--- config.mk ---
export PLATFORM = sky130hd
export DESIGN_NAME = float_to_decimal_text
export DESIGN_NICKNAME = d
export VERILOG_FILES = /design/src/rtl/ftdt_pkg.sv /design/src/rtl/float_to_decimal_text.sv /design/src/rtl/ftdt_fmul.sv /design/src/rtl/ftdt_datapath.sv /design/src/rtl/ftdt_ctrl.sv
export VERILOG_INCLUDE_DIRS = /design/src /design/src/rtl
export SDC_FILE = /design/constraint.sdc
export NUM_CORES = 2
export LEC_CHECK = 0
export ABC_AREA = 1
export BUFFER_PORTS_ARGS = -buffer_cell sky130_fd_sc_hd__buf_2
export CAP_MARGIN = 20
export CELL_PAD_IN_SITES_DETAIL_PLACEMENT = 0
export CELL_PAD_IN_SITES_GLOBAL_PLACEMENT = 1
export CORE_MARGIN = 2
export CORE_UTILIZATION = 46
export CTS_BUF_LIST = sky130_fd_sc_hd__clkbuf_2
export DETAILED_ROUTE_END_ITERATION = 8
export GPL_TIMING_DRIVEN = 0
export PLACE_DENSITY = 0.79
export SYNTH_ARGS = -nofsm -noshare
export SYNTH_HDL_FRONTEND = slang
export SYNTH_SLANG_ARGS = --single-unit
--- constraint.sdc ---
create_clock -name clk -period 8.8 [get_ports clk]
set_input_delay 0 -clock clk [delete_from_list [all_inputs] [get_ports clk]]
set_output_delay 0 -clock clk [all_outputs]
set_load 0.05 [all_outputs]
--- src/rtl/float_to_decimal_text_defines.svh ---
// Assertion helpers for the ftdt_datapath RTL
`ifndef FLOAT_TO_DECIMAL_TEXT_DEFINES_SVH
`define FLOAT_TO_DECIMAL_TEXT_DEFINES_SVH

// same-cycle implication, sampled on clk, off during reset
`define FTDT_ASSERT_IMP(lbl, ante, cons, msg) \
  lbl: assert property (@(posedge clk) disable iff (!rst_n) (ante) |-> (cons)) \
    else $error(msg);

// next-cycle implication
`define FTDT_ASSERT_NXT(lbl, ante, cons, msg) \
  lbl: assert property (@(posedge clk) disable iff (!rst_n) (ante) |=> (cons)) \
    else $error(msg);

`endif

--- src/rtl/ftdt_pkg.sv ---
package ftdt_pkg;

  localparam int MANT_W      = 24;
  localparam int EXP_W       = 10;
  localparam int DIGIT_SLOTS = 19;
  localparam int ND_W        = $clog2(DIGIT_SLOTS + 1);
  localparam int Q_W         = 31;
  localparam int FD_W        = 4;
  localparam int EX_W        = 7;

  localparam logic [FD_W-1:0] FD_MAX = 4'd9;

  // normalized float: value = mant * 2^(exp-23), mant[23] set
  localparam logic [MANT_W-1:0]        TEN_MANT    = 24'hA00000;
  localparam logic signed [EXP_W-1:0]  TEN_EXP     = 10'sd3;
  localparam logic [MANT_W-1:0]        TENTH_MANT  = 24'hCCCCCD;
  localparam logic signed [EXP_W-1:0]  TENTH_EXP   = -10'sd4;
  localparam logic [MANT_W-1:0]        ONE_MANT    = 24'h800000;
  localparam logic signed [EXP_W-1:0]  ONE_EXP     = 10'sd0;
  // 2.147484e9f rounds to 2^31 + 256
  localparam logic [MANT_W-1:0]        LIMIT_MANT  = 24'h800001;
  localparam logic signed [EXP_W-1:0]  LIMIT_EXP   = 10'sd31;
  localparam logic signed [EXP_W-1:0]  MIN_NORM_EXP = -10'sd126;
  localparam logic signed [EXP_W-1:0]  BIAS        = 10'sd127;

  localparam logic [31:0]      RECIP10 = 32'hCCCCCCCD;
  localparam logic [Q_W-1:0]   Q_SAT   = 31'h7FFFFFFF;

  localparam logic [6:0] ASC_ZERO  = 7'h30;
  localparam logic [6:0] ASC_MINUS = 7'h2D;
  localparam logic [6:0] ASC_DOT   = 7'h2E;
  localparam logic [6:0] ASC_E     = 7'h65;

  localparam logic [ND_W-1:0] ERR_LAST = 5'd4;

  typedef enum logic [4:0] {
    ST_IDLE, ST_PRE, ST_DN_A, ST_DN_B, ST_UP_A, ST_UP_B, ST_SC_A, ST_SC_B, ST_QC,
    ST_DV_A, ST_DV_B, ST_SIGN, ST_DIG, ST_DOT, ST_EXP_E, ST_EXP_S, ST_EXP_T,
    ST_EXP_O, ST_ERR
  } state_t;

  typedef enum logic [1:0] {MUL_TEN, MUL_TENTH, MUL_SCALE} mul_sel_t;

  typedef enum logic [2:0] {
    CH_MINUS, CH_DIGIT, CH_DOT, CH_E, CH_TENS, CH_ONES, CH_ERR
  } char_sel_t;

  typedef struct packed {
    logic      load;
    logic      shift;
    logic      mul_load;
    logic      ex_inc;
    logic      ex_dec;
    logic      set_exp;
    logic      q_load;
    logic      div_step;
    logic      ptr_init;
    logic      ptr_dec;
    logic      ptr_clr;
    logic      ptr_inc;
    logic      emit;
    logic      last;
    mul_sel_t  mul_sel;
    char_sel_t char_sel;
  } cmd_t;

  typedef struct packed {
    logic special;
    logic zero;
    logic unnorm;
    logic sci;
    logic lt_tenth;
    logic ge_ten;
    logic lt_one;
    logic p_err;
    logic div_more;
    logic neg;
    logic ptr_is_fd;
    logic ptr_zero;
    logic fd_zero;
    logic use_exp;
    logic ex_neg;
    logic ex_ge10;
    logic err_end;
    logic out_free;
  } status_t;

  function automatic logic fl_lt(input logic [MANT_W-1:0] am,
                                 input logic signed [EXP_W-1:0] ae,
                                 input logic [MANT_W-1:0] bm,
                                 input logic signed [EXP_W-1:0] be);
    return (ae < be) || ((ae == be) && (am < bm));
  endfunction

  function automatic logic [MANT_W-1:0] pow10_mant(input logic [FD_W-1:0] k);
    logic [MANT_W-1:0] r;
    unique case (k)
      4'd0:    r = 24'h800000;
      4'd1:    r = 24'hA00000;
      4'd2:    r = 24'hC80000;
      4'd3:    r = 24'hFA0000;
      4'd4:    r = 24'h9C4000;
      4'd5:    r = 24'hC35000;
      4'd6:    r = 24'hF42400;
      4'd7:    r = 24'h989680;
      4'd8:    r = 24'hBEBC20;
      default: r = 24'hEE6B28;
    endcase
    return r;
  endfunction

  function automatic logic signed [EXP_W-1:0] pow10_exp(input logic [FD_W-1:0] k);
    logic signed [EXP_W-1:0] r;
    unique case (k)
      4'd0:    r = 10'sd0;
      4'd1:    r = 10'sd3;
      4'd2:    r = 10'sd6;
      4'd3:    r = 10'sd9;
      4'd4:    r = 10'sd13;
      4'd5:    r = 10'sd16;
      4'd6:    r = 10'sd19;
      4'd7:    r = 10'sd23;
      4'd8:    r = 10'sd26;
      default: r = 10'sd29;
    endcase
    return r;
  endfunction

  function automatic logic [6:0] err_char(input logic [2:0] idx);
    logic [6:0] c;
    unique case (idx)
      3'd0:    c = 7'h45;
      3'd1:    c = 7'h52;
      3'd2:    c = 7'h52;
      3'd3:    c = 7'h4F;
      default: c = 7'h52;
    endcase
    return c;
  endfunction

  function automatic logic [3:0] tens_of(input logic [5:0] a);
    logic [3:0] t;
    priority if (a >= 6'd60) t = 4'd6;
    else if (a >= 6'd50) t = 4'd5;
    else if (a >= 6'd40) t = 4'd4;
    else if (a >= 6'd30) t = 4'd3;
    else if (a >= 6'd20) t = 4'd2;
    else if (a >= 6'd10) t = 4'd1;
    else t = 4'd0;
    return t;
  endfunction

endpackage

--- src/rtl/float_to_decimal_text.sv ---
// Formats one single-precision value as ASCII text, one character per output
// beat with tlast on the final one. A value is taken only while the block is
// between numbers, so one value is in work at a time. The steps are: load,
// classify and shift a subnormal input until it is normalized, multiply by 10
// or 0.1 (scientific mode, up to 45 of them) until the loop ends, scale by
// 10^digits, round, split off the decimal digits (up to 10) by repeated
// divide-by-ten, fill the sign slot (which also sends a minus), then send the
// remaining characters (up to 16 characters in all), each held while the
// output slot is full. The shared float multiplier and the divide-by-ten
// step are both registered.
module float_to_decimal_text (
  input  logic        clk,
  input  logic        rst_n,
  input  logic        in_tvalid,
  output logic        in_tready,
  input  logic [39:0] in_tdata,   // value_bits[31:0], frac_digits[35:32], sci_mode[36], zero pad
  output logic        out_tvalid,
  input  logic        out_tready,
  output logic [7:0]  out_tdata,  // char_code[6:0], zero pad
  output logic        out_tlast   // last
);

  ftdt_pkg::cmd_t    cmd;
  ftdt_pkg::status_t sts;

  ftdt_ctrl u_ctrl (
    .clk       (clk),
    .rst_n     (rst_n),
    .in_tvalid (in_tvalid),
    .in_tready (in_tready),
    .sts       (sts),
    .cmd       (cmd)
  );

  ftdt_datapath u_dp (
    .clk        (clk),
    .rst_n      (rst_n),
    .in_tdata   (in_tdata),
    .out_tready (out_tready),
    .out_tvalid (out_tvalid),
    .out_tdata  (out_tdata),
    .out_tlast  (out_tlast),
    .cmd        (cmd),
    .sts        (sts)
  );

endmodule

--- src/rtl/ftdt_fmul.sv ---
module ftdt_fmul (
  input  logic                                clk,
  input  logic [ftdt_pkg::MANT_W-1:0]         a_mant,
  input  logic signed [ftdt_pkg::EXP_W-1:0]   a_exp,
  input  logic [ftdt_pkg::MANT_W-1:0]         b_mant,
  input  logic signed [ftdt_pkg::EXP_W-1:0]   b_exp,
  output logic [ftdt_pkg::MANT_W-1:0]         r_mant,
  output logic signed [ftdt_pkg::EXP_W-1:0]   r_exp
);

  logic [2*ftdt_pkg::MANT_W-1:0]       prod_r;
  logic signed [ftdt_pkg::EXP_W-1:0]   esum_r;

  always_ff @(posedge clk) begin
    prod_r <= a_mant * b_mant;
    esum_r <= a_exp + b_exp;
  end

  logic [48:0]                         w, unit, lowmask, y;
  logic signed [ftdt_pkg::EXP_W-1:0]   e_n, diff;
  logic [5:0]                          k, l;
  logic                                g, s, lb, up;

  // round to nearest even; below the normal range the round point moves up
  always_comb begin
    if (prod_r[47]) begin
      w   = {1'b0, prod_r};
      e_n = esum_r + 10'sd1;
    end else begin
      w   = {1'b0, prod_r[46:0], 1'b0};
      e_n = esum_r;
    end
    diff = ftdt_pkg::MIN_NORM_EXP - e_n;
    if (e_n >= ftdt_pkg::MIN_NORM_EXP) k = 6'd0;
    else if (diff > 10'sd24) k = 6'd24;
    else k = diff[5:0];
    l       = 6'd24 + k;
    unit    = 49'd1 << l;
    lowmask = unit - 49'd1;
    g       = |(w & (unit >> 1));
    s       = |(w & (lowmask >> 1));
    lb      = |(w & unit);
    up      = g & (s | lb);
    y       = (w & ~lowmask) + (up ? unit : 49'd0);
    if (y[48]) begin
      r_mant = y[48:25];
      r_exp  = e_n + 10'sd1;
    end else begin
      r_mant = y[47:24];
      r_exp  = e_n;
    end
  end

endmodule

--- src/rtl/ftdt_datapath.sv ---
`include "float_to_decimal_text_defines.svh"

module ftdt_datapath (
  input  logic                clk,
  input  logic                rst_n,
  input  logic [39:0]         in_tdata,
  input  logic                out_tready,
  output logic                out_tvalid,
  output logic [7:0]          out_tdata,
  output logic                out_tlast,
  input  ftdt_pkg::cmd_t      cmd,
  output ftdt_pkg::status_t   sts
);

  logic [ftdt_pkg::MANT_W-1:0]        m_mant_r;
  logic signed [ftdt_pkg::EXP_W-1:0]  m_exp_r;
  logic                               zero_r, neg_r, special_r, sci_r, use_exp_r;
  logic [ftdt_pkg::FD_W-1:0]          fd_r;
  logic signed [ftdt_pkg::EX_W-1:0]   ex_r;
  logic [ftdt_pkg::Q_W-1:0]           q_r;
  logic [ftdt_pkg::ND_W-1:0]          nd_r, ptr_r;
  logic [3:0]                         dg_r [ftdt_pkg::DIGIT_SLOTS];
  logic [63:0]                        dprod_r;
  logic                               out_valid_r, out_last_r;
  logic [6:0]                         out_char_r;

  logic [7:0]  ld_efield;
  logic [22:0] ld_frac;
  logic [3:0]  ld_fd;
  assign ld_efield = in_tdata[30:23];
  assign ld_frac   = in_tdata[22:0];
  assign ld_fd     = in_tdata[35:32];

  logic [ftdt_pkg::MANT_W-1:0]        b_mant, mul_mant;
  logic signed [ftdt_pkg::EXP_W-1:0]  b_exp, mul_exp;

  always_comb begin
    unique case (cmd.mul_sel)
      ftdt_pkg::MUL_TEN: begin
        b_mant = ftdt_pkg::TEN_MANT;
        b_exp  = ftdt_pkg::TEN_EXP;
      end
      ftdt_pkg::MUL_TENTH: begin
        b_mant = ftdt_pkg::TENTH_MANT;
        b_exp  = ftdt_pkg::TENTH_EXP;
      end
      default: begin
        b_mant = ftdt_pkg::pow10_mant(fd_r);
        b_exp  = ftdt_pkg::pow10_exp(fd_r);
      end
    endcase
  end

  ftdt_fmul u_fmul (
    .clk    (clk),
    .a_mant (m_mant_r),
    .a_exp  (m_exp_r),
    .b_mant (b_mant),
    .b_exp  (b_exp),
    .r_mant (mul_mant),
    .r_exp  (mul_exp)
  );

  // rounded integer of the scaled product, half up
  logic [ftdt_pkg::Q_W-1:0] q_new;
  logic [24:0]              ext;
  logic [4:0]               sh;
  always_comb begin
    sh  = 5'(10'sd23 - m_exp_r);
    ext = {m_mant_r, 1'b0} >> sh;
    priority if (zero_r) q_new = '0;
    else if (m_exp_r >= 10'sd31) q_new = ftdt_pkg::Q_SAT;
    else if (m_exp_r >= 10'sd23)
      q_new = {7'd0, m_mant_r} << 3'(m_exp_r - 10'sd23);
    else if (m_exp_r >= -10'sd1)
      q_new = 31'(ext[24:1]) + 31'(ext[0]);
    else q_new = '0;
  end

  // divide by ten through the registered reciprocal product
  logic [28:0] quot;
  logic [3:0]  digit;
  assign quot  = dprod_r[63:35];
  assign digit = 4'(q_r - 31'({quot, 3'b000} + {quot, 1'b0}));

  logic [5:0] ex_abs;
  logic [3:0] ex_tens, ex_ones;
  assign ex_abs  = ex_r[ftdt_pkg::EX_W-1] ? 6'(-ex_r) : 6'(ex_r);
  assign ex_tens = ftdt_pkg::tens_of(ex_abs);
  assign ex_ones = 4'(ex_abs - 6'({ex_tens, 3'b000} + {ex_tens, 1'b0}));

  logic out_free;
  assign out_free = !out_valid_r || out_tready;

  always_ff @(posedge clk) begin
    dprod_r <= {1'b0, q_r} * ftdt_pkg::RECIP10;
    if (cmd.load) begin
      special_r <= (ld_efield == 8'hFF);
      zero_r    <= (ld_efield == 8'd0) && (ld_frac == 23'd0);
      neg_r     <= in_tdata[31] && !((ld_efield == 8'd0) && (ld_frac == 23'd0));
      m_mant_r  <= {ld_efield != 8'd0, ld_frac};
      m_exp_r   <= (ld_efield == 8'd0) ? ftdt_pkg::MIN_NORM_EXP
                                       : 10'($signed({2'b00, ld_efield})) - ftdt_pkg::BIAS;
      fd_r      <= (ld_fd > ftdt_pkg::FD_MAX) ? ftdt_pkg::FD_MAX : ld_fd;
      sci_r     <= in_tdata[36];
      use_exp_r <= 1'b0;
      ex_r      <= '0;
      nd_r      <= '0;
    end
    if (cmd.shift) begin
      m_mant_r <= {m_mant_r[ftdt_pkg::MANT_W-2:0], 1'b0};
      m_exp_r  <= m_exp_r - 10'sd1;
    end
    if (cmd.mul_load) begin
      m_mant_r <= mul_mant;
      m_exp_r  <= mul_exp;
    end
    if (cmd.ex_inc) ex_r <= ex_r + 7'sd1;
    if (cmd.ex_dec) ex_r <= ex_r - 7'sd1;
    if (cmd.set_exp) use_exp_r <= 1'b1;
    if (cmd.q_load) q_r <= q_new;
    if (cmd.div_step) begin
      dg_r[nd_r] <= digit;
      nd_r       <= nd_r + 5'd1;
      q_r        <= 31'(quot);
    end
    if (cmd.ptr_init) ptr_r <= nd_r - 5'd1;
    if (cmd.ptr_dec)  ptr_r <= ptr_r - 5'd1;
    if (cmd.ptr_clr)  ptr_r <= '0;
    if (cmd.ptr_inc)  ptr_r <= ptr_r + 5'd1;
  end

  logic [6:0] ch;
  always_comb begin
    unique case (cmd.char_sel)
      ftdt_pkg::CH_MINUS: ch = ftdt_pkg::ASC_MINUS;
      ftdt_pkg::CH_DIGIT: ch = ftdt_pkg::ASC_ZERO + 7'(dg_r[ptr_r]);
      ftdt_pkg::CH_DOT:   ch = ftdt_pkg::ASC_DOT;
      ftdt_pkg::CH_E:     ch = ftdt_pkg::ASC_E;
      ftdt_pkg::CH_TENS:  ch = ftdt_pkg::ASC_ZERO + 7'(ex_tens);
      ftdt_pkg::CH_ONES:  ch = ftdt_pkg::ASC_ZERO + 7'(ex_ones);
      default:            ch = ftdt_pkg::err_char(ptr_r[2:0]);
    endcase
  end

  always_ff @(posedge clk) begin
    if (!rst_n) begin
      out_valid_r <= 1'b0;
    end else if (cmd.emit) begin
      out_valid_r <= 1'b1;
    end else if (out_tready) begin
      out_valid_r <= 1'b0;
    end
  end

  always_ff @(posedge clk) begin
    if (cmd.emit) begin
      out_char_r <= ch;
      out_last_r <= cmd.last;
    end
  end

  assign out_tvalid = out_valid_r;
  assign out_tdata  = {1'b0, out_char_r};
  assign out_tlast  = out_last_r;

  always_comb begin
    sts.special   = special_r;
    sts.zero      = zero_r;
    sts.unnorm    = !m_mant_r[ftdt_pkg::MANT_W-1];
    sts.sci       = sci_r;
    sts.lt_tenth  = ftdt_pkg::fl_lt(m_mant_r, m_exp_r,
                                    ftdt_pkg::TENTH_MANT, ftdt_pkg::TENTH_EXP);
    sts.ge_ten    = !ftdt_pkg::fl_lt(m_mant_r, m_exp_r,
                                     ftdt_pkg::TEN_MANT, ftdt_pkg::TEN_EXP);
    sts.lt_one    = ftdt_pkg::fl_lt(m_mant_r, m_exp_r,
                                    ftdt_pkg::ONE_MANT, ftdt_pkg::ONE_EXP);
    sts.p_err     = !zero_r && ftdt_pkg::fl_lt(ftdt_pkg::LIMIT_MANT, ftdt_pkg::LIMIT_EXP,
                                               m_mant_r, m_exp_r);
    sts.div_more  = (nd_r < 5'(ftdt_pkg::DIGIT_SLOTS)) &&
                    ((q_r != '0) || (nd_r <= {1'b0, fd_r}));
    sts.neg       = neg_r;
    sts.ptr_is_fd = (ptr_r == {1'b0, fd_r});
    sts.ptr_zero  = (ptr_r == '0);
    sts.fd_zero   = (fd_r == '0);
    sts.use_exp   = use_exp_r;
    sts.ex_neg    = ex_r[ftdt_pkg::EX_W-1];
    sts.ex_ge10   = (ex_abs >= 6'd10);
    sts.err_end   = (ptr_r == ftdt_pkg::ERR_LAST);
    sts.out_free  = out_free;
  end

  `FTDT_ASSERT_IMP(a_emit_free, cmd.emit, out_free, "character issued into a busy output slot")
  `FTDT_ASSERT_NXT(a_nd_step, cmd.div_step, nd_r == $past(nd_r) + 5'd1, "digit count skipped")
  `FTDT_ASSERT_NXT(a_norm, cmd.mul_load && !zero_r, m_mant_r[23], "multiply result unnormalized")

endmodule

--- src/rtl/ftdt_ctrl.sv ---
module ftdt_ctrl (
  input  logic                clk,
  input  logic                rst_n,
  input  logic                in_tvalid,
  output logic                in_tready,
  input  ftdt_pkg::status_t   sts,
  output ftdt_pkg::cmd_t      cmd
);

  ftdt_pkg::state_t state_r, state_nxt;

  always_ff @(posedge clk) begin
    if (!rst_n) state_r <= ftdt_pkg::ST_IDLE;
    else        state_r <= state_nxt;
  end

  assign in_tready = (state_r == ftdt_pkg::ST_IDLE);

  always_comb begin
    state_nxt = state_r;
    unique case (state_r)
      ftdt_pkg::ST_IDLE: if (in_tvalid) state_nxt = ftdt_pkg::ST_PRE;
      ftdt_pkg::ST_PRE: begin
        priority if (sts.special) state_nxt = ftdt_pkg::ST_ERR;
        else if (!sts.zero && sts.unnorm) state_nxt = ftdt_pkg::ST_PRE;
        else if (sts.sci && !sts.zero && sts.lt_tenth) state_nxt = ftdt_pkg::ST_DN_A;
        else if (sts.sci && !sts.zero && sts.ge_ten) state_nxt = ftdt_pkg::ST_UP_A;
        else state_nxt = ftdt_pkg::ST_SC_A;
      end
      ftdt_pkg::ST_DN_A: state_nxt = sts.lt_one ? ftdt_pkg::ST_DN_B : ftdt_pkg::ST_SC_A;
      ftdt_pkg::ST_DN_B: state_nxt = ftdt_pkg::ST_DN_A;
      ftdt_pkg::ST_UP_A: state_nxt = sts.ge_ten ? ftdt_pkg::ST_UP_B : ftdt_pkg::ST_SC_A;
      ftdt_pkg::ST_UP_B: state_nxt = ftdt_pkg::ST_UP_A;
      ftdt_pkg::ST_SC_A: state_nxt = ftdt_pkg::ST_SC_B;
      ftdt_pkg::ST_SC_B: state_nxt = ftdt_pkg::ST_QC;
      ftdt_pkg::ST_QC:   state_nxt = sts.p_err ? ftdt_pkg::ST_ERR : ftdt_pkg::ST_DV_A;
      ftdt_pkg::ST_DV_A: state_nxt = sts.div_more ? ftdt_pkg::ST_DV_B : ftdt_pkg::ST_SIGN;
      ftdt_pkg::ST_DV_B: state_nxt = ftdt_pkg::ST_DV_A;
      ftdt_pkg::ST_SIGN: begin
        if (!sts.neg || sts.out_free) state_nxt = ftdt_pkg::ST_DIG;
      end
      ftdt_pkg::ST_DIG: begin
        if (sts.out_free) begin
          priority if (sts.ptr_is_fd) state_nxt = ftdt_pkg::ST_DOT;
          else if (sts.ptr_zero)
            state_nxt = sts.use_exp ? ftdt_pkg::ST_EXP_E : ftdt_pkg::ST_IDLE;
          else state_nxt = ftdt_pkg::ST_DIG;
        end
      end
      ftdt_pkg::ST_DOT: begin
        if (sts.out_free) begin
          priority if (!sts.fd_zero) state_nxt = ftdt_pkg::ST_DIG;
          else if (sts.use_exp) state_nxt = ftdt_pkg::ST_EXP_E;
          else state_nxt = ftdt_pkg::ST_IDLE;
        end
      end
      ftdt_pkg::ST_EXP_E: if (sts.out_free) state_nxt = ftdt_pkg::ST_EXP_S;
      ftdt_pkg::ST_EXP_S: begin
        if (!sts.ex_neg || sts.out_free) state_nxt = ftdt_pkg::ST_EXP_T;
      end
      ftdt_pkg::ST_EXP_T: begin
        if (!sts.ex_ge10 || sts.out_free) state_nxt = ftdt_pkg::ST_EXP_O;
      end
      ftdt_pkg::ST_EXP_O: if (sts.out_free) state_nxt = ftdt_pkg::ST_IDLE;
      ftdt_pkg::ST_ERR: begin
        if (sts.out_free && sts.err_end) state_nxt = ftdt_pkg::ST_IDLE;
      end
      default: state_nxt = ftdt_pkg::ST_IDLE;
    endcase
  end

  always_comb begin
    cmd          = '0;
    cmd.mul_sel  = ftdt_pkg::MUL_SCALE;
    cmd.char_sel = ftdt_pkg::CH_DIGIT;
    unique case (state_r)
      ftdt_pkg::ST_IDLE: cmd.load = in_tvalid;
      ftdt_pkg::ST_PRE: begin
        priority if (sts.special) cmd.ptr_clr = 1'b1;
        else if (!sts.zero && sts.unnorm) cmd.shift = 1'b1;
        else if (sts.sci && !sts.zero && (sts.lt_tenth || sts.ge_ten)) cmd.set_exp = 1'b1;
        else cmd.set_exp = 1'b0;
      end
      ftdt_pkg::ST_DN_A: cmd.mul_sel = ftdt_pkg::MUL_TEN;
      ftdt_pkg::ST_DN_B: begin
        cmd.mul_sel  = ftdt_pkg::MUL_TEN;
        cmd.mul_load = 1'b1;
        cmd.ex_dec   = 1'b1;
      end
      ftdt_pkg::ST_UP_A: cmd.mul_sel = ftdt_pkg::MUL_TENTH;
      ftdt_pkg::ST_UP_B: begin
        cmd.mul_sel  = ftdt_pkg::MUL_TENTH;
        cmd.mul_load = 1'b1;
        cmd.ex_inc   = 1'b1;
      end
      ftdt_pkg::ST_SC_A: cmd.mul_sel = ftdt_pkg::MUL_SCALE;
      ftdt_pkg::ST_SC_B: cmd.mul_load = 1'b1;
      ftdt_pkg::ST_QC: begin
        if (sts.p_err) cmd.ptr_clr = 1'b1;
        else cmd.q_load = 1'b1;
      end
      ftdt_pkg::ST_DV_A: cmd.ptr_init = !sts.div_more;
      ftdt_pkg::ST_DV_B: cmd.div_step = 1'b1;
      ftdt_pkg::ST_SIGN: begin
        cmd.char_sel = ftdt_pkg::CH_MINUS;
        cmd.emit     = sts.neg && sts.out_free;
      end
      ftdt_pkg::ST_DIG: begin
        cmd.char_sel = ftdt_pkg::CH_DIGIT;
        cmd.emit     = sts.out_free;
        cmd.last     = sts.ptr_zero && !sts.ptr_is_fd && !sts.use_exp;
        cmd.ptr_dec  = sts.out_free && !sts.ptr_zero;
      end
      ftdt_pkg::ST_DOT: begin
        cmd.char_sel = ftdt_pkg::CH_DOT;
        cmd.emit     = sts.out_free;
        cmd.last     = sts.fd_zero && !sts.use_exp;
      end
      ftdt_pkg::ST_EXP_E: begin
        cmd.char_sel = ftdt_pkg::CH_E;
        cmd.emit     = sts.out_free;
      end
      ftdt_pkg::ST_EXP_S: begin
        cmd.char_sel = ftdt_pkg::CH_MINUS;
        cmd.emit     = sts.ex_neg && sts.out_free;
      end
      ftdt_pkg::ST_EXP_T: begin
        cmd.char_sel = ftdt_pkg::CH_TENS;
        cmd.emit     = sts.ex_ge10 && sts.out_free;
      end
      ftdt_pkg::ST_EXP_O: begin
        cmd.char_sel = ftdt_pkg::CH_ONES;
        cmd.emit     = sts.out_free;
        cmd.last     = 1'b1;
      end
      ftdt_pkg::ST_ERR: begin
        cmd.char_sel = ftdt_pkg::CH_ERR;
        cmd.emit     = sts.out_free;
        cmd.last     = sts.err_end;
        cmd.ptr_inc  = sts.out_free && !sts.err_end;
      end
      default: cmd.load = 1'b0;
    endcase
  end

endmodule
==> reports/metrics.csv <==
stage,metric,value,unit
route,route.detailed.drc,0,
global_routing,grt_max_degree,34,
floorplanning,core-area,112700,um2
logic_synthesis,syn_inst,6738,
critical_path,critPathBufInv,6,
sta,clock.fmax,0.1161,GHz
sta,holdWs,0.07133,ns
critical_path,crit_path_end_kind,flip-flop,
route,dr.first_iter.drc_count,4117,
sta,setup_ws,0.1877,ns
critical_path,cpPeakStageDelay,0.70,ns
global_routing,grt_pass1_wl,287.4,mm
logic_synthesis,synth_compound_area_frac,0.1025,
route,routed_wl,190.9,mm
global_routing,antenna_found_initial,8,
clocking,clock_latency,1.14,ns
global_routing,grt_usage,0.3282,
critical_path,worstSetupPathType,reg -> reg,
floorplanning,initial_core_util,0.4642,
logic_synthesis,synth_mux_area_frac,0.0009570,
critical_path,ff2ff_path_depth,36,
floorplanning,ioPinCount,55,
layout,multiInputGateArea,39150,um2
logic_synthesis,yosysWarnings,0,
logic_synthesis,synthFlopType,edfxtp_1,
clocking,clockBufferDepth,3,
layout,fillers,11320,
critical_path,cp.required,9.76,ns
logic_synthesis,synth_async_sr_flop_share,0,
clocking,path_clk_slew,0.11,ns
logic_synthesis,syn_nets,8075,
layout,fin_nets,8344,
critical_path,crit_slowest_cell,inv_1,
logic_synthesis,synth_edf_count,171,
logic_synthesis,synth.distinct_cells,72,
logic_synthesis,yosys.area_share.simple,0.1973,
floorplanning,die_y,341.2,um
critical_path,crit_top_cell,nand2_1,
layout,areaGrowthSynthToFinish,10.08,%
critical_path,cp-start-kind,flip-flop,
outcome,status,completed,
clocking,cts_max_level,3,
route,wl_per_cell,22.25,um
sta,setup_violations,0,
run,max-cap-violations,0,
critical_path,cp_max_fo,14,
logic_synthesis,synthXorXnorAreaFrac,0.02680,
sta,maxSlewHeadroom,0.1665,
layout,register_area,7582,um2
sta,finalCritPeriodShare,0.9787,
clocking,cts-root-buf,clkbuf_2,
floorplanning,rows,123,
critical_path,path_delay_family,adder cells,
route,drtAntennaViolNets,0,
logic_synthesis,synth_top_family_by_area,adder cells,
route,vias,47220,
global_routing,grt_pass1_vias,47290,
logic_synthesis,avgSynthCellArea,7.761,um2
logic_synthesis,seq_area_frac_synth,0.1449,
placed_design,gp_congestion,0.9895,
floorplanning,die_x,341.2,um
route,via_per_inst,5.504,
clocking,cts_buffers,77,
sta,drv_slew,0,
sta,grt_setup_unrepaired,true,
route,dr.pass1.iters,6,
layout,drive_gt1_frac,0.08062,
hold_path,hold_path_class,in -> reg,
logic_synthesis,syn_area,52300,um2
global_routing,overflow,0,
hold_path,hold_depth,6,
sta,final-hold-violation-count,0,
critical_path,cp_data_arrival_time,9.57,ns
critical_path,critical_path_cell_count,36,
sta,tns,0,ns
sta,layout_min_cycle_time,8.612,ns
clocking,clock_sinks,293,
placed_design,hpwlAfterDp,163.9,mm
logic_synthesis,synth_fa_ha_area_frac,0.4073,
floorplanning,die_area,116400,um2
sta,finClkSkew,0.1515,ns
clocking,cts_tree,yes,
placed_design,place_ws,-3.490,ns
sta,worstMarginPinSlew,1.237,ns
logic_synthesis,ys_seq_elements,293,
placed_design,port_buffers,50,
[flip-flops by register name, summed over array words and instances (netlist names), 4 cells and up, named ones only]
signal,count
u_dp.out_char_r,7
u_dp.dprod_r,28
u_dp.u_fmul.prod_r,48
u_dp.ptr_r,5
u_dp.fd_r,4
u_ctrl.state_r,5
u_dp.m_mant_r,24
u_dp.nd_r,5
u_dp.u_fmul.esum_r,10
u_dp.q_r,31
u_dp.ex_r,7
u_dp.m_exp_r,10
u_dp.dg_r,76
[timing repair]
item	in CTS	in global routing
cloned	0	2
gates resized for setup	191	138
buffers inserted	21	21
hold buffers	84	0
endpoints found under the setup margin	68	51
hold endpoints to repair	141	0
pin swaps	24	27
[kinds of logic (layout without fill, tap and decap cells)]
logic type / count (synthesis) / count (layout)
simple gates: 2417 / 2417
buf+inv: 1647 / 1979
fa+ha+maj: 1293 / 1293
compound gates: 922 / 922
flops: 293 / 293
xor+xnor: 160 / 160
mux: 5 / 5
other cells: 1 / 10
[cell usage after synthesis (108+ instances only)]
master	n	area, um2
a21oi_1	338	1692
nand3_1	318	1592
clkbuf_1	156	585.6
xor2_1	108	945.9
dfxtp_1	122	2442
o21ai_0	311	1556
fa_1	682	13650
edfxtp_1	171	5135
nand2_1	1074	4031
ha_1	611	7645
inv_1	1420	5330
nor2_1	743	2789
[routing by layer]
layer	vias to the layer above	wire length [um]	GRT usage
met5	-	126	0
met4	10	6996	0.1096
met3	327	16830	0.07444
met2	1857	84900	0.5126
met1	23120	82060	0.4498
li1	21910	-	-
[stage by stage]
stage | std cells | area, um2 | util
finish | 8579 | 57570 | 0.5110
detailed placement | 8304 | 54630 | 0.4850
global placement | 8288 | 54420 | 0.4831
global route | 8576 | 57560 | 0.5110
floorplan | 6738 | 52300 | -
CTS | 8547 | 56950 | 0.5055
[tightest hold or removal path, cell delays in order]
cell           delay (ns)
dlygate4sd3_1        0.53
buf_2                0.16
inv_1                0.05
a21oi_1              0.05
o21ai_0              0.06
nand2_1              0.08
[layout make-up]
class | count | area share
multi-input cells | 4798 | 0.6800
flip-flops and latches | 293 | 0.1317
inverters | 1445 | 0.09441
well taps | 1500 | 0.03260
repair buffers | 194 | 0.02836
plain buffers | 198 | 0.01954
clock buffers | 112 | 0.009737
clock inverters | 30 | 0.003195
diodes | 9 | 0.0003912
[cells in the final DEF (no fill, tap or decap), types with 84 or more instances in the layout]
cell              n
dfxtp_1         118
fa_1            682
nand2_1        1056
nand4_1          93
nor2_1          714
dlygate4sd3_1    84
edfxtp_1        171
o21ai_0         292
nand3_1         313
a21oi_1         326
ha_1            596
inv_1          1408
clkbuf_2        133
xor2_1          105
clkbuf_1        105
[worst paths after layout]
check / from / endpoint / slack (ns)
max: u_dp.m_mant_r[10]$_DFFE_PP_ / u_dp.u_fmul.prod_r[45]$_DFF_P_ / 0.19
min: in_tdata[13] / u_dp.m_mant_r[13]$_DFFE_PP_ / 0.07
max reg2reg: u_dp.m_mant_r[10]$_DFFE_PP_ / u_dp.u_fmul.prod_r[45]$_DFF_P_ / 0.19
min reg2reg: u_ctrl.state_r[1]$_SDFFE_PN0P_ / u_ctrl.state_r[1]$_SDFFE_PN0P_ / 0.49
Power is left out: the tool's default activity adds up to more than one toggle a clock period on the data nets, which glitch-free logic cannot reach.
